===== config.mk =====
export PLATFORM = sky130hd
export DESIGN_NAME = control_record_relay_mapper
export DESIGN_NICKNAME = d
export VERILOG_FILES = /design/src/rtl/crrm_pkg.sv /design/src/rtl/control_record_relay_mapper.sv /design/src/rtl/crrm_parser.sv /design/src/rtl/crrm_outq.sv
export SDC_FILE = /design/constraint.sdc
export NUM_CORES = 1
export LEC_CHECK = 0
export ABC_CLOCK_PERIOD_IN_PS = 5300
export BUFFER_PORTS_ARGS = -buffer_cell sky130_fd_sc_hd__buf_2
export CORE_ASPECT_RATIO = 1.5
export CORE_UTILIZATION = 35
export DETAILED_ROUTE_END_ITERATION = 8
export PLACE_DENSITY = 0.53
export SYNTH_ARGS = -nofsm -noshare
export SYNTH_HDL_FRONTEND = slang
export SYNTH_SLANG_ARGS = --single-unit

===== constraint.sdc =====
create_clock -name clk -period 5.3 [get_ports clk]
set_clock_uncertainty 0.1 [all_clocks]
set_input_delay 1.325 -clock clk [delete_from_list [all_inputs] [get_ports clk]]
set_output_delay 1.325 -clock clk [all_outputs]
set_load 0.01 [all_outputs]

===== src/rtl/crrm_pkg.sv =====
// Shared types and constants for the control-record relay mapper.
// No dependencies; used by the parser, result queue, top level and checker.
`default_nettype none

package crrm_pkg;

  localparam int MAP_ENTRIES_DEF = 32;
  localparam int RELAY_COUNT_DEF = 8;

  localparam int CFG_IDX_W  = 2;
  localparam int CFG_DATA_W = 16;
  localparam int CNT_W      = 6;

  localparam int Q_DEPTH = 4;
  localparam int Q_AW    = 2;
  localparam int Q_CW    = 3;

  localparam logic [CFG_IDX_W-1:0] CFG_NODE_ADDR  = 2'd0;
  localparam logic [CFG_IDX_W-1:0] CFG_SPLIT_MODE = 2'd1;
  localparam logic [CFG_IDX_W-1:0] CFG_REC_COUNT  = 2'd2;

  typedef enum logic [1:0] {
    RK_ENTRY = 2'd0,
    RK_OK    = 2'd1,
    RK_BAD   = 2'd2
  } rkind_t;

  typedef struct packed {
    logic [7:0]  node_addr;
    logic        split;
    logic [15:0] rec_count;
  } cfg_t;

  typedef struct packed {
    rkind_t            kind;
    logic [7:0]        circuit;
    logic [4:0]        relay;
    logic [9:0]        level;
    logic [CNT_W-1:0]  count;
    logic              last;
  } res_t;

  // results raised by one byte, entry first
  typedef struct packed {
    logic ent_vld;
    logic sts_vld;
    res_t ent;
    res_t sts;
  } push_t;

endpackage

`default_nettype wire


===== src/rtl/control_record_relay_mapper.sv =====
// Top level of the control-record relay mapper: config registers, input
// register, parser and result queue. Depends on crrm_pkg, crrm_parser, crrm_outq.
//
// Usage:
//  - Input channel (in_valid/in_ready): one section byte per request, with
//    in_last_byte high on the final byte of the section.
//  - Result channel (out_valid/out_ready): mapping entries (kind 0) as their
//    fifth byte is parsed, then one status (kind 1 ok, kind 2 malformed) with
//    out_last_result high after the last byte of the section.
//  - Config port: cfg_wr_en/cfg_index/cfg_wdata; the user must write it only
//    while the block is idle (not enforced by the block). record_count is
//    sampled at a section's first byte.
//  - Path: each byte is held in the input register, then parsed into the
//    result queue, from which its results are offered.
//  - Throughput: one byte per cycle while the result queue has room; a closing
//    byte that also completes an entry gives two results, drained one per cycle.
//  - Stall: the four-deep result queue absorbs a stalled receiver; bytes stop
//    being taken once fewer than two queue slots are free.
//  - Reset (rst_n low, synchronous): registers return to node 0, direct
//    mapping, one record; section state and the queue are emptied.
`default_nettype none

module control_record_relay_mapper #(
  parameter int MAP_ENTRIES = crrm_pkg::MAP_ENTRIES_DEF,
  parameter int RELAY_COUNT = crrm_pkg::RELAY_COUNT_DEF
) (
  input  wire logic                           clk,
  input  wire logic                           rst_n,
  input  wire logic                           in_valid,
  output logic                                in_ready,
  input  wire logic [7:0]                     in_data_byte,
  input  wire logic                           in_last_byte,
  output logic                                out_valid,
  input  wire logic                           out_ready,
  output logic [1:0]                          out_result_kind,
  output logic [7:0]                          out_circuit,
  output logic [4:0]                          out_relay,
  output logic [9:0]                          out_level,
  output logic [5:0]                          out_entry_count,
  output logic                                out_last_result,
  input  wire logic                           cfg_wr_en,
  input  wire logic [crrm_pkg::CFG_IDX_W-1:0] cfg_index,
  input  wire logic [crrm_pkg::CFG_DATA_W-1:0] cfg_wdata
);

  crrm_pkg::cfg_t  cfg_r;
  logic            s1_vld_r;
  logic [7:0]      s1_data_r;
  logic            s1_last_r;
  logic            s1_go, q_room;
  crrm_pkg::push_t push;
  crrm_pkg::res_t  head;

  always_ff @(posedge clk) begin
    if (!rst_n) begin
      cfg_r.node_addr <= 8'd0;
      cfg_r.split     <= 1'b0;
      cfg_r.rec_count <= 16'd1;
    end else if (cfg_wr_en) begin
      case (cfg_index)
        crrm_pkg::CFG_NODE_ADDR:  cfg_r.node_addr <= cfg_wdata[7:0];
        crrm_pkg::CFG_SPLIT_MODE: cfg_r.split     <= cfg_wdata[0];
        crrm_pkg::CFG_REC_COUNT:  cfg_r.rec_count <= cfg_wdata[15:0];
        default:                  cfg_r           <= cfg_r;
      endcase
    end
  end

  assign s1_go    = s1_vld_r && q_room;
  assign in_ready = !s1_vld_r || s1_go;

  always_ff @(posedge clk) begin
    if (!rst_n) begin
      s1_vld_r <= 1'b0;
    end else if (in_ready) begin
      s1_vld_r <= in_valid;
    end
  end

  always_ff @(posedge clk) begin
    if (in_ready && in_valid) begin
      s1_data_r <= in_data_byte;
      s1_last_r <= in_last_byte;
    end
  end

  crrm_parser #(
    .MAP_ENTRIES (MAP_ENTRIES),
    .RELAY_COUNT (RELAY_COUNT)
  ) u_parser (
    .clk   (clk),
    .rst_n (rst_n),
    .cfg   (cfg_r),
    .step  (s1_go),
    .data  (s1_data_r),
    .last  (s1_last_r),
    .push  (push)
  );

  crrm_outq u_outq (
    .clk       (clk),
    .rst_n     (rst_n),
    .push      (push),
    .pop_ready (out_ready),
    .head_vld  (out_valid),
    .head      (head),
    .room      (q_room)
  );

  assign out_result_kind = head.kind;
  assign out_circuit     = head.circuit;
  assign out_relay       = head.relay;
  assign out_level       = head.level;
  assign out_entry_count = head.count;
  assign out_last_result = head.last;

endmodule

`default_nettype wire


===== src/rtl/crrm_parser.sv =====
// Byte-serial record parser: section state, entry decode and relay mapping.
// Depends on crrm_pkg.
`default_nettype none

module crrm_parser #(
  parameter int MAP_ENTRIES = crrm_pkg::MAP_ENTRIES_DEF,
  parameter int RELAY_COUNT = crrm_pkg::RELAY_COUNT_DEF
) (
  input  wire logic          clk,
  input  wire logic          rst_n,
  input  wire crrm_pkg::cfg_t cfg,
  input  wire logic          step,
  input  wire logic [7:0]    data,
  input  wire logic          last,
  output crrm_pkg::push_t    push
);

  localparam int CNT_IW = $clog2(MAP_ENTRIES + 1);

  typedef enum logic [10:0] {
    PH_START   = 11'b000_0000_0001,
    PH_CIRC    = 11'b000_0000_0010,
    PH_HDR     = 11'b000_0000_0100,
    PH_NAMELEN = 11'b000_0000_1000,
    PH_NAME    = 11'b000_0001_0000,
    PH_CMDLEN  = 11'b000_0010_0000,
    PH_CMD     = 11'b000_0100_0000,
    PH_OUTLEN  = 11'b000_1000_0000,
    PH_OUTCNT  = 11'b001_0000_0000,
    PH_ENTRY   = 11'b010_0000_0000,
    PH_BLKSKIP = 11'b100_0000_0000
  } phase_t;

  phase_t             phase_r, phase_nxt, ph_cur;
  logic [2:0]         idx_r, idx_nxt;
  logic [7:0]         circ_r, circ_nxt;
  logic [31:0]        skip_r, skip_nxt;
  logic [31:0]        olen_r, olen_nxt;
  logic [15:0]        oleft_r, oleft_nxt;
  logic [15:0]        rleft_r, rleft_nxt, rl_cur;
  logic [15:0]        addr_r, addr_nxt;
  logic [9:0]         level_r, level_nxt;
  logic [CNT_IW-1:0]  emitted_r, emitted_nxt, sts_cnt;
  logic               err_r, err_nxt;

  logic [31:0]        skip_dec, byte_sh, skip_ins, olen_ins;
  logic [15:0]        cnt_full;
  logic               blk_match;
  logic [7:0]         ch;
  logic [4:0]         relay_map;
  logic               ent_fire, ok;

  // relay lookup on the completed channel address
  always_comb begin
    relay_map = '0;
    ch        = addr_r[7:0];
    if (addr_r[15:8] == cfg.node_addr) begin
      if (cfg.split) begin
        if (ch inside {[8'd12:8'd15]}) begin
          relay_map = 5'(ch - 8'd11);
        end else if (ch < 8'd4) begin
          relay_map = 5'(ch + 8'd5);
        end
      end else if (ch < 8'(RELAY_COUNT)) begin
        relay_map = 5'(ch + 8'd1);
      end
    end
  end

  always_comb begin
    phase_nxt   = phase_r;
    idx_nxt     = idx_r;
    circ_nxt    = circ_r;
    skip_nxt    = skip_r;
    olen_nxt    = olen_r;
    oleft_nxt   = oleft_r;
    rleft_nxt   = rleft_r;
    addr_nxt    = addr_r;
    level_nxt   = level_r;
    emitted_nxt = emitted_r;
    err_nxt     = err_r;
    ent_fire    = 1'b0;
    ok          = 1'b0;
    sts_cnt     = '0;

    ph_cur   = phase_r;
    rl_cur   = rleft_r;
    skip_dec = skip_r - 32'd1;
    byte_sh  = {24'b0, data} << {idx_r[1:0], 3'b000};
    skip_ins = (idx_r == 3'd0) ? {24'b0, data} : (skip_r | byte_sh);
    olen_ins = (idx_r == 3'd0) ? {24'b0, data} : (olen_r | byte_sh);
    cnt_full = {data, oleft_r[7:0]};
    blk_match = olen_r == (32'({cnt_full, 2'b00}) + 32'(cnt_full) + 32'd2);

    if (step && !err_r) begin
      if (phase_r == PH_START) begin
        ph_cur = PH_CIRC;
        rl_cur = cfg.rec_count;
      end
      phase_nxt = ph_cur;
      rleft_nxt = rl_cur;
      case (ph_cur)
        PH_CIRC: begin
          if (rl_cur == 16'd0) begin
            err_nxt = 1'b1;
          end else begin
            circ_nxt  = data;
            idx_nxt   = 3'd0;
            phase_nxt = PH_HDR;
          end
        end
        PH_HDR: begin
          if (idx_r == 3'd5) begin
            idx_nxt   = 3'd0;
            phase_nxt = PH_NAMELEN;
          end else begin
            idx_nxt = idx_r + 3'd1;
          end
        end
        PH_NAMELEN: begin
          skip_nxt  = {24'b0, data};
          idx_nxt   = 3'd0;
          phase_nxt = (data != 8'd0) ? PH_NAME : PH_CMDLEN;
        end
        PH_NAME, PH_CMD: begin
          skip_nxt = skip_dec;
          if (skip_dec == 32'd0) begin
            idx_nxt   = 3'd0;
            phase_nxt = (ph_cur == PH_NAME) ? PH_CMDLEN : PH_OUTLEN;
          end
        end
        PH_CMDLEN: begin
          skip_nxt = skip_ins;
          if (idx_r == 3'd3) begin
            idx_nxt   = 3'd0;
            phase_nxt = (skip_ins != 32'd0) ? PH_CMD : PH_OUTLEN;
          end else begin
            idx_nxt = idx_r + 3'd1;
          end
        end
        PH_OUTLEN: begin
          olen_nxt = olen_ins;
          if (idx_r == 3'd3) begin
            idx_nxt = 3'd0;
            if (olen_ins < 32'd2) begin
              err_nxt = 1'b1;
            end else begin
              skip_nxt  = olen_ins;
              phase_nxt = PH_OUTCNT;
            end
          end else begin
            idx_nxt = idx_r + 3'd1;
          end
        end
        PH_OUTCNT: begin
          skip_nxt = skip_dec;
          if (idx_r == 3'd0) begin
            oleft_nxt = {8'b0, data};
            idx_nxt   = 3'd1;
          end else begin
            // a count that disagrees with the block length voids the entries
            oleft_nxt = blk_match ? cnt_full : 16'd0;
            idx_nxt   = 3'd0;
            if (skip_dec == 32'd0) begin
              rleft_nxt = rl_cur - 16'd1;
              phase_nxt = PH_CIRC;
            end else begin
              phase_nxt = (blk_match && cnt_full != 16'd0) ? PH_ENTRY : PH_BLKSKIP;
            end
          end
        end
        PH_ENTRY: begin
          skip_nxt = skip_dec;
          case (idx_r)
            3'd0:    addr_nxt  = {8'b0, data};
            3'd1:    addr_nxt  = {data, addr_r[7:0]};
            3'd2:    level_nxt = {2'b0, data};
            3'd3:    level_nxt = {data[1:0], level_r[7:0]};
            default: level_nxt = level_r;
          endcase
          if (idx_r == 3'd4) begin
            idx_nxt   = 3'd0;
            oleft_nxt = oleft_r - 16'd1;
            if (relay_map != 5'd0 && emitted_r < CNT_IW'(MAP_ENTRIES)) begin
              ent_fire    = 1'b1;
              emitted_nxt = emitted_r + CNT_IW'(1);
            end
            if (skip_dec == 32'd0) begin
              rleft_nxt = rl_cur - 16'd1;
              phase_nxt = PH_CIRC;
            end
          end else begin
            idx_nxt = idx_r + 3'd1;
          end
        end
        PH_BLKSKIP: begin
          skip_nxt = skip_dec;
          if (skip_dec == 32'd0) begin
            rleft_nxt = rl_cur - 16'd1;
            idx_nxt   = 3'd0;
            phase_nxt = PH_CIRC;
          end
        end
        default: err_nxt = 1'b1;
      endcase
    end

    if (step && last) begin
      ok      = !err_nxt && phase_nxt == PH_CIRC && rleft_nxt == 16'd0;
      sts_cnt = emitted_nxt;
      // section closes: back to the start state
      phase_nxt   = PH_START;
      idx_nxt     = 3'd0;
      circ_nxt    = 8'd0;
      skip_nxt    = 32'd0;
      olen_nxt    = 32'd0;
      oleft_nxt   = 16'd0;
      rleft_nxt   = 16'd0;
      addr_nxt    = 16'd0;
      level_nxt   = 10'd0;
      emitted_nxt = '0;
      err_nxt     = 1'b0;
    end
  end

  always_comb begin
    push.ent_vld     = ent_fire;
    push.ent.kind    = crrm_pkg::RK_ENTRY;
    push.ent.circuit = circ_r;
    push.ent.relay   = relay_map;
    push.ent.level   = level_r;
    push.ent.count   = crrm_pkg::CNT_W'(emitted_r + CNT_IW'(1));
    push.ent.last    = 1'b0;

    push.sts_vld     = step && last;
    push.sts.kind    = ok ? crrm_pkg::RK_OK : crrm_pkg::RK_BAD;
    push.sts.circuit = 8'd0;
    push.sts.relay   = 5'd0;
    push.sts.level   = 10'd0;
    push.sts.count   = crrm_pkg::CNT_W'(sts_cnt);
    push.sts.last    = 1'b1;
  end

  always_ff @(posedge clk) begin
    if (!rst_n) begin
      phase_r   <= PH_START;
      idx_r     <= 3'd0;
      circ_r    <= 8'd0;
      skip_r    <= 32'd0;
      olen_r    <= 32'd0;
      oleft_r   <= 16'd0;
      rleft_r   <= 16'd0;
      addr_r    <= 16'd0;
      level_r   <= 10'd0;
      emitted_r <= '0;
      err_r     <= 1'b0;
    end else begin
      phase_r   <= phase_nxt;
      idx_r     <= idx_nxt;
      circ_r    <= circ_nxt;
      skip_r    <= skip_nxt;
      olen_r    <= olen_nxt;
      oleft_r   <= oleft_nxt;
      rleft_r   <= rleft_nxt;
      addr_r    <= addr_nxt;
      level_r   <= level_nxt;
      emitted_r <= emitted_nxt;
      err_r     <= err_nxt;
    end
  end

endmodule

`default_nettype wire


===== src/rtl/crrm_outq.sv =====
// Four-deep result queue; takes up to two results a cycle, hands out one.
// Depends on crrm_pkg.
`default_nettype none

module crrm_outq (
  input  wire logic            clk,
  input  wire logic            rst_n,
  input  wire crrm_pkg::push_t push,
  input  wire logic            pop_ready,
  output logic                 head_vld,
  output crrm_pkg::res_t       head,
  output logic                 room
);

  crrm_pkg::res_t                mem_r [crrm_pkg::Q_DEPTH];
  logic [crrm_pkg::Q_AW-1:0]     wr_ptr_r, wr_ptr_nxt, rd_ptr_r, rd_ptr_nxt, wr_second;
  logic [crrm_pkg::Q_CW-1:0]     count_r, count_nxt, n_push;
  logic                          pop;

  assign head_vld  = count_r != '0;
  assign head      = mem_r[rd_ptr_r];
  assign room      = count_r <= crrm_pkg::Q_CW'(crrm_pkg::Q_DEPTH - 2);
  assign pop       = head_vld && pop_ready;
  assign wr_second = wr_ptr_r + crrm_pkg::Q_AW'(push.ent_vld);
  assign n_push    = crrm_pkg::Q_CW'(push.ent_vld) + crrm_pkg::Q_CW'(push.sts_vld);
  assign count_nxt = count_r + n_push - crrm_pkg::Q_CW'(pop);
  assign wr_ptr_nxt = wr_ptr_r + crrm_pkg::Q_AW'(n_push);
  assign rd_ptr_nxt = rd_ptr_r + crrm_pkg::Q_AW'(pop);

  always_ff @(posedge clk) begin
    if (push.ent_vld) begin
      mem_r[wr_ptr_r] <= push.ent;
    end
    if (push.sts_vld) begin
      mem_r[wr_second] <= push.sts;
    end
  end

  always_ff @(posedge clk) begin
    if (!rst_n) begin
      wr_ptr_r <= '0;
      rd_ptr_r <= '0;
      count_r  <= '0;
    end else begin
      wr_ptr_r <= wr_ptr_nxt;
      rd_ptr_r <= rd_ptr_nxt;
      count_r  <= count_nxt;
    end
  end

endmodule

`default_nettype wire


-- After elaboration in Yosys (flattened, before gate mapping)
Memory sizes are Yosys's and may differ from the RTL's. A register that Yosys moved wholly into a read port is not among the register bits.
Cells that the tools add are included.
- memories kept: 1
- logic and storage cells: 198
- memory bits (writable): 128
- input bits: 32
- output and inout port bits: 34
- register bits: 193
- memory list (memory ; words ; width ; rd ports ; clocked after Yosys merged registers in ; wr ports ; RTL line ; text):
    u_outq.mem_r ; 4 ; 32 ; 1 ; 1 ; 2 ; crrm_outq.sv:15 ; crrm_pkg::res_t mem_r [crrm_pkg::Q_DEPTH];
- mux-type cells: 69
- equality and inequality tests: 27
- order comparisons: 7
- reduce and logical (&&, ||, !) cells: 48
- bitwise logic cells: 6
- shift-type cells: 1
- add/sub/neg operators: 16
- operator list (kind ; number):
    $mux W11 ; 14
    $mux W16 ; 9
    $mux W32 ; 4
    $pmux W32 S4 ; 1
    $pmux W11 S9 ; 1
    $or A32 B32 Y32 ; 2
    $pmux W16 S2 ; 2
    $pmux W16 S3 ; 1
    $mux W6 ; 6
    $add A32 B2 Y32 const B ; 1
    $eq A32 B32 Y1 ; 1
    $logic_not A16 Y1 ; 2
    $logic_not A32 Y1 ; 1
    $lt A32 B2 Y1 const B ; 1
    $reduce_bool A32 Y1 ; 1
    $shl A8 B5 Y32 ; 1
    $sub A16 B1 Y16 const B ; 2
    $sub A32 B1 Y32 const B ; 1
    $mux W5 ; 5
    $eq A11 B2 Y1 const B ; 2
    $pmux W3 S7 ; 1
    $pmux W10 S2 ; 1
    $reduce_and A4 Y1 ; 5
    $add A18 B16 Y19 ; 1
    other kinds (59) ; 108

-- Logic depth before layout (Yosys ltp)
Gate-level depths: netlist of the first run.
- depth after elaboration: 14
- mapped depth: 20
- mapped depth without buffers: 16

-- Cells and area by module
A second synthesis of the first run with hierarchy kept.
- cells, all modules: 2033
- area total of the unflattened synthesis: 19108.3 µm²
- modules (own cells, without submodules) (module ; cells each ; instances ; area an instance (µm²)):
    crrm_parser ; 1557 ; 1 ; 11109.4
    crrm_outq ; 358 ; 1 ; 6685.2
    control_record_relay_mapper ; 118 ; 1 ; 1313.8

-- Least setup slack after synthesis of the first run
No wires, ideal clock.
- path type: reg-to-reg
- start: register u_parser.phase_r[4]
- end: memory u_outq.mem_r[1][30] (netlist bit) (data pin)
- path slack: 0.273 ns
- data required time: 5.056 ns
- arrival time: 4.783 ns
- buffers on the path: 2
- clock period less this slack: 5.027 ns
- cell stages (with the launch flop): 19
- cells stage by stage: dfxtp_1 buf_2 or4_4 or4b_4 buf_6 mux2i_1 ha_1 inv_1 or3_1 mux2_2 a21oi_2 nand4_2 o21bai_4 o21ai_1 o31ai_1 nand4b_1 or4b_4 or4_4 nor2_1
- RTL lines (item ; RTL line ; text):
    from (decl) ; crrm_parser.sv:34 ; phase_t phase_r, phase_nxt, ph_cur;
    from (signal assigned) ; crrm_parser.sv:258 ; phase_r <= phase_nxt;
    to (decl) ; crrm_outq.sv:15 ;

==> results.cfg, run 1 <==
[setup_path]
path_class = reg2reg
timing.critical_path.buf_inv = 1
cp_top_family = simple AND/OR/NAND/NOR gates
startpoint_type = flop
required_ps = 5590
timing.critical_path.slowest_stage_cell = sky130_fd_sc_hd__or4_4
crit_path_end_kind = flop
delay_contributed_by_the_slowest_stage_of_the_critical_path_ps = 600
crit_path_cell_trace = or4_4 -> or4b_4 -> mux2i_4 -> ha_2 -> inv_1 -> or3_1 -> mux2_2 -> a21oi_4 -> nand4_4 -> o21bai_4 -> o21ai_1 -> o31ai_1 -> nand4b_1 -> or4b_4 -> or4_4 -> nor2_1
cp_max_fo = 8
crit_arrival_ps = 5390

[yosys]
synthArstFlopShare = 0
synthDominantCellAreaShare = 0.300
synthAdderAreaFrac = 0.0264
synth_compound_area_frac = 0.189
synth_most_common_cell = sky130_fd_sc_hd__nand2_1
yosysSeqAreaShare = 0.368
synth_top_cell_by_area = sky130_fd_sc_hd__dfxtp_1
postSynthNetCount = 2303
synth-warning-count = 0
synth_flop_cell = sky130_fd_sc_hd__dfxtp_1
synth_top_family_by_area = simple AND/OR/NAND/NOR gates
synth_top_cells_by_count = sky130_fd_sc_hd__nand2_1, sky130_fd_sc_hd__dfxtp_1, sky130_fd_sc_hd__nor2_1, sky130_fd_sc_hd__a21oi_1, sky130_fd_sc_hd__clkbuf_1
synth.distinct_cells = 90
synth_top_cells_by_area = sky130_fd_sc_hd__dfxtp_1, sky130_fd_sc_hd__nand2_1, sky130_fd_sc_hd__edfxtp_1
yosys_register_bits = 313
synth_simple_gate_area_frac = 0.254
netlist_instances = 2234
synth-edff-count = 41
synth.area.mux_share = 0.0733
synthesis.area_um2 = 18100
synthesis.area_per_instance_um2 = 8.11
synth_xor_xnor_area_share = 0.0455

[sta]
finalHoldViolCount = 0
timing.setup.tns_ps = 0
setup_viol = 0
grt_setup_unrepaired = false
finalCritPeriodShare = 0.963
final_count_of_pins_violating_max_slew = 0
tightest_slew_ps = 1060
finalWorstPathRequiredPeriod_ps = 5100
fmax_mhz = 196
worst_slew_margin_rel = 0.287

[layout]
layout.filler_cells = 5219
final_area_um2 = 20600
antenna_cells = 0
fin_util = 0.405
layout-area-overhead-vs-synth_pct = 13.8
net_count_final = 2339
drive_gt1_frac = 0.134
non_filler_instance_count_after_layout = 2965

[floorplanning]
dieWidth_um = 188
initial_utilization = 0.356
floorplan.die_area_um2 = 52700
fp.coreArea_um2 = 50900
fp.dieH_um = 281
placement_rows = 101
top_level_ports = 66

[clock_tree]
cts_tree = built
h_tree_depth = 2
number_of_buffers_on_the_longest_clock_path = 3
number_of_buffers_created_by_cts = 35
worst_setup_hold_path_clk_slew_ps = 60
clkSinkCount = 313
root_buffer = sky130_fd_sc_hd__clkbuf_16
clk-insertion-delay-late_ps = 550
cts_hold_buffers = 0

[placement]
post_dp_cell_area_um2 = 19400
cell_count_after_placement = 2901
dpl_wire_length_mm = 45.5
portBuffers = 65
gp_congestion = 0.899

[global_route]
grt_start_max_net_pins = 85
initial_antenna_violation_count = 0
wire_length_of_the_first_global_routing_pass_mm = 97.7
first_global_vias = 17000
groute.usage.overall = 0.237
grt_remaining_overflow = 0

[route]
drt_pass1_iterations = 6
route.antenna.remaining_nets = 0
post_drt_wl_per_cell_um = 21.3
vias = 17200
first_iter_violations = 1272
viasPerCell = 5.80
remaining_drc_errors = 0
wirelength_mm = 63.2

[job]
cap_viol_max_count = 0

[pwr]
power_density_nw_per_um2 = 312
vdd_ir_drop_max_uv = 257
p_total_mw = 6.43
leakagePower_nw = 7.67

[hold_path]
worst_min_delay_path_class = reg2reg

[outcome]
run_status = finished clean
worst register-to-register path, stage by stage (launching register included):
cell                       delay, ps
sky130_fd_sc_hd__dfxtp_1         380
sky130_fd_sc_hd__or4_4           600
sky130_fd_sc_hd__or4b_4          600
sky130_fd_sc_hd__mux2i_4         200
sky130_fd_sc_hd__ha_2            230
sky130_fd_sc_hd__inv_1            60
sky130_fd_sc_hd__or3_1           360
sky130_fd_sc_hd__mux2_2          300
sky130_fd_sc_hd__a21oi_4         180
sky130_fd_sc_hd__nand4_4         170
sky130_fd_sc_hd__o21bai_4        170
sky130_fd_sc_hd__o21ai_1          90
sky130_fd_sc_hd__o31ai_1          90
sky130_fd_sc_hd__nand4b_1        140
sky130_fd_sc_hd__or4b_4          590
sky130_fd_sc_hd__or4_4           560
sky130_fd_sc_hd__nor2_1          130
registers in the layout (all words and copies together) (netlist names), 6 cells and up:
register and flops:
cfg_r 25, s1_data_r 8, u_outq.mem_r 128, u_parser.addr_r 16, u_parser.circ_r 8, u_parser.emitted_r 6, u_parser.level_r 10, u_parser.oleft_r 8
u_parser.olen_r 32, u_parser.phase_r 11, u_parser.rleft_r 16, u_parser.skip_r 32
area by class of cell:
| type | count | area, µm² | share of cell area |
|---|---|---|---|
| clock buffers | 46 | 991 | 0.0480 |
| clock inverters | 17 | 156 | 0.00758 |
| inverters | 40 | 150 | 0.00728 |
| multi-input cells | 1722 | 10800 | 0.522 |
| flip-flops and latches | 313 | 6680 | 0.324 |
| well taps | 669 | 837 | 0.0406 |
| repair buffers | 158 | 1050 | 0.0508 |
power by group:
group          total (mW)  switching [mW]  internal, mW
clock                2.46            1.07          1.39
sequential           2.60           0.136          2.47
combinational        1.37           0.826         0.546
total                6.43            2.03          4.40
layer usage:
layer | global-route usage | share of wire
met3 | 0.0273 | 0.042
met1 | 0.250 | 0.37
met2 | 0.453 | 0.53
met5 | 0 | 0
met4 | 0.128 | 0.053
timing repair:
action | in CTS | in global routing
setup endpoints to repair | 3 | 16
resized for setup | 1 | 9
pin swaps | 0 | 2
buffers inserted | 0 | 1
per-stage QoR:
stage               setup slack, ps  hold WS [ps]
floorplan                       273           318
global placement                183           331
detailed placement             11.1           334
CTS                            97.8           343
global route                   3.58           366
finish                          196           339
kinds of logic after synthesis:
group / count (synthesis)
simple gates: 967
flops: 313
compound gates: 535
xor+xnor: 91
fa+ha+maj: 37
buf+inv: 199
mux: 92
cells in the final DEF (no fill, tap or decap), types with 10 or more instances in the layout:
master,Yosys,final
sky130_fd_sc_hd__nand4_1,26,26
sky130_fd_sc_hd__or2_2,13,13
sky130_fd_sc_hd__mux4_2,32,32
sky130_fd_sc_hd__edfxtp_1,41,41
sky130_fd_sc_hd__mux2i_1,54,52
sky130_fd_sc_hd__xor2_1,44,44
sky130_fd_sc_hd__and2_1,31,31
sky130_fd_sc_hd__clkbuf_16,0,38
sky130_fd_sc_hd__nand3b_1,11,11
sky130_fd_sc_hd__or3_1,25,25
sky130_fd_sc_hd__nor2_1,254,252
sky130_fd_sc_hd__xnor2_1,45,45
sky130_fd_sc_hd__nand3_1,50,50
sky130_fd_sc_hd__o22ai_1,23,23
sky130_fd_sc_hd__o31ai_1,15,15
sky130_fd_sc_hd__a21o_1,14,14
sky130_fd_sc_hd__nor3_1,64,60
sky130_fd_sc_hd__buf_2,7,65
sky130_fd_sc_hd__ha_1,35,34
sky130_fd_sc_hd__nand2_1,344,343
sky130_fd_sc_hd__nor4_1,28,28
sky130_fd_sc_hd__a211oi_1,29,29
sky130_fd_sc_hd__o211ai_1,10,10
sky130_fd_sc_hd__clkinv_2,0,10
sky130_fd_sc_hd__a22oi_1,32,32
sky130_fd_sc_hd__nor2b_1,25,24
sky130_fd_sc_hd__inv_1,40,40
sky130_fd_sc_hd__o21ai_0,86,85
sky130_fd_sc_hd__dfxtp_1,272,270
sky130_fd_sc_hd__a21oi_1,191,190
sky130_fd_sc_hd__a222oi_1,11,11
sky130_fd_sc_hd__and3_1,18,18
sky130_fd_sc_hd__buf_4,1,91
sky130_fd_sc_hd__a21boi_0,17,17
sky130_fd_sc_hd__a31oi_1,22,22
sky130_fd_sc_hd__nand2b_1,13,13
final timing paths:
kind / endpoint / slack, ps / cells past startpoint / from
max: u_outq.mem_r[3][30] / 200 / 16 / u_parser.phase_r[5]
min: u_outq.mem_r[2][0] / 340 / 2 / u_outq.mem_r[2][0]
max reg2reg: u_outq.mem_r[3][30] / 200 / 16 / u_parser.phase_r[5]
min reg2reg: u_outq.mem_r[2][0] / 340 / 2 / u_outq.mem_r[2][0]
No activity file was read; power rests on OpenSTA's default activity.
==> run 2: changes to the inputs <==
--- a/config.mk
+++ b/config.mk
@@ -8,9 +8,9 @@
 export ABC_CLOCK_PERIOD_IN_PS = 5300
 export BUFFER_PORTS_ARGS = -buffer_cell sky130_fd_sc_hd__buf_2
 export CORE_ASPECT_RATIO = 1.5
-export CORE_UTILIZATION = 35
+export CORE_UTILIZATION = 54
 export DETAILED_ROUTE_END_ITERATION = 8
-export PLACE_DENSITY = 0.53
+export PLACE_DENSITY = 0.75
 export SYNTH_ARGS = -nofsm -noshare
 export SYNTH_HDL_FRONTEND = slang
 export SYNTH_SLANG_ARGS = --single-unit
==> constraint.sdc (replaced) <==
create_clock -name clk -period 5.3 [get_ports clk]
set_clock_uncertainty 0.1 [all_clocks]
set_input_delay 0.53 -clock clk [delete_from_list [all_inputs] [get_ports clk]]
set_output_delay 0.53 -clock clk [all_outputs]
set_load 0.1 [all_outputs]
==> results.cfg, run 2 (synthesis results as in run 1) <==
[outcome]
run_status = finished clean

[route]
viasPerCell = 6.47
vias = 17500
route.antenna.remaining_nets = 0
remaining_drc_errors = 0
first_iter_violations = 1425
post_drt_wl_per_cell_um = 22.1
drt_pass1_iterations = 6
wirelength_mm = 59.7

[hold_path]
worst_min_delay_path_class = in2reg
hold-path-cell-count = 1
worstHoldEndpoint = s1_data_r[4]
holdCritStartpoint = in_data_byte[4]

[sta]
finalWorstPathRequiredPeriod_ps = 5070
setup_viol = 0
fmax_mhz = 197
finalHoldViolCount = 0
final_count_of_pins_violating_max_slew = 0
fin_hold_ws_ps = 16.8
timing.setup.tns_ps = 0
grt_setup_unrepaired = false
tightest_slew_ps = 1210
finalCritPeriodShare = 0.957
worst_slew_margin_rel = 0.183

[setup_path]
r2r_slack_ps = 230
cp_max_fo = 12
path_class = reg2reg
worst-r2r-cell-count = 12
critical_path.reg2reg.endpoint = u_outq.mem_r[2][30]
crit_path_cell_trace = or4_4 -> or3_4 -> or2_1 -> o31ai_1 -> nand4_1 -> or2_1 -> or3_1 -> xor2_1 -> a2111oi_2 -> nand4_1 -> or4_4 -> nor2_1
required_ps = 5630
crit_path_end_kind = flop
timing.critical_path.slowest_stage_cell = sky130_fd_sc_hd__or4_4
delay_contributed_by_the_slowest_stage_of_the_critical_path_ps = 530
startpoint_type = flop
crit_arrival_ps = 5410
regToRegStartpoint = u_parser.skip_r[9]

[global_route]
wire_length_of_the_first_global_routing_pass_mm = 92.5
met1_usage = 0.375
first_global_vias = 17300
grt_remaining_overflow = 0
groute.usage.overall = 0.349
gr-usage-met2 = 0.624
globalRoute.busiestLayer = met2
initial_antenna_violation_count = 0
globalRouteMet3Util = 0.0382
grt_start_max_net_pins = 61

[clock_tree]
clk-insertion-delay-late_ps = 600
post_cts.repair.setup_buffers = 0
number_of_buffers_on_the_longest_clock_path = 3
root_buffer = sky130_fd_sc_hd__clkbuf_16
cts_tree = built
worst_setup_hold_path_clk_slew_ps = 60
clkSinkCount = 313
h_tree_depth = 1
number_of_buffers_created_by_cts = 31

[layout]
top_register = u_outq.mem_r
final_cell_mix = sky130_fd_sc_hd__nand2_1, sky130_fd_sc_hd__dfxtp_1, sky130_fd_sc_hd__nor2_1
drive_gt1_frac = 0.131
largest_register_ff_count = 128
fin_util = 0.613
multi_input_comb_area_um2 = 10800
net_count_final = 2334
biggestRegsByFlops = u_outq.mem_r (128), u_parser.olen_r (32), u_parser.skip_r (32)
layout_commonest_cell = sky130_fd_sc_hd__nand2_1
antenna_cells = 0
layout.filler_cells = 2954
layout-area-overhead-vs-synth_pct = 11.1
seq_area_um2 = 6680

[floorplanning]
fp.coreArea_um2 = 32800
top_level_ports = 66
placement_rows = 81
floorplan.die_area_um2 = 34300
initial_utilization = 0.552
dieWidth_um = 152
fp.dieH_um = 226

[pwr]
power_density_nw_per_um2 = 315
leakagePower_nw = 7.58
vdd_ir_drop_max_uv = 322

[placement]
gp_congestion = 0.966
portBuffers = 65
dpl_wire_length_mm = 42.0

[job]
cap_viol_max_count = 0
run 2: changes by cell type in the layout (fill, tap and decap cells not counted), moves of 2 or more:
cell / previous run / this run
sky130_fd_sc_hd__clkbuf_1: 7 / 5
sky130_fd_sc_hd__mux2i_4: 2 / 0
sky130_fd_sc_hd__clkinv_8: 2 / 0
sky130_fd_sc_hd__inv_6: 1 / 3
sky130_fd_sc_hd__clkinv_2: 10 / 6
sky130_fd_sc_hd__clkbuf_8: 1 / 5
sky130_fd_sc_hd__clkbuf_16: 38 / 32
run 2: routing by layer:
metal | vias up | wire (µm)
li1 | 8101 | -
met1 | 8332 | 21300
met2 | 800 | 30400
met3 | 272 | 3530
met4 | 0 | 4420
met5 | - | 0
run 2: worst max-delay path by stage:
| stage | start | end | slack (ps) |
|---|---|---|---|
| floorplan | u_parser.phase_r[4] | u_outq.mem_r[1][30] | 270 |
| global placement | u_parser.oleft_r[2] | u_parser.oleft_r[6] | 170 |
| detailed placement | u_parser.oleft_r[0] | u_parser.oleft_r[3] | 120 |
| CTS | u_parser.oleft_r[0] | u_parser.oleft_r[3] | 90 |
| global route | u_parser.oleft_r[0] | u_parser.oleft_r[6] | 10 |
| finish | u_parser.skip_r[9] | u_outq.mem_r[2][30] | 230 |
run 2: what timing repair did:
item                       CTS  global route
setup endpoints to repair    0            60
hold buffers                 1             0
hold endpoints to repair     1             0
resized for setup            0             7
run 2: area by class of cell:
type,count,area share
Clock buffer,42,0.0441
Inverter,40,0.00746
Sequential cell,313,0.332
Timing Repair Buffer,157,0.0512
Tap cell,415,0.0258
Multi-Input combinational cell,1722,0.534
Clock inverter,15,0.00565
run 2: stage by stage:
| step | area, µm² | instances | total power, mW | setup slack, ps |
|---|---|---|---|---|
| floorplan | 18100 | 2234 | 3.75 | 273 |
| global placement | 19100 | 2646 | 4.13 | 171 |
| detailed placement | 19100 | 2646 | 4.16 | 125 |
| CTS | 20100 | 2704 | 6.32 | 92.5 |
| global route | 20100 | 2704 | 6.57 | 9.72 |
| finish | 20100 | 2704 | 6.35 | 227 |
run 2: worst max-delay path: cells and delay by family, from the launching register on:
family / cells / cell delay, ps
AO/OA/AOI/OAI: 2 / 760
AND/OR/NAND/NOR: 9 / 3480
XOR/XNOR: 1 / 170
flip-flops: 1 / 390
run 2: report_power, final:
| group | leakage (nW) | switching [mW] | internal, mW |
|---|---|---|---|
| registers | 2.61 | 0.150 | 2.47 |
| clock network | 0.492 | 1.01 | 1.19 |
| logic | 4.48 | 1.01 | 0.522 |
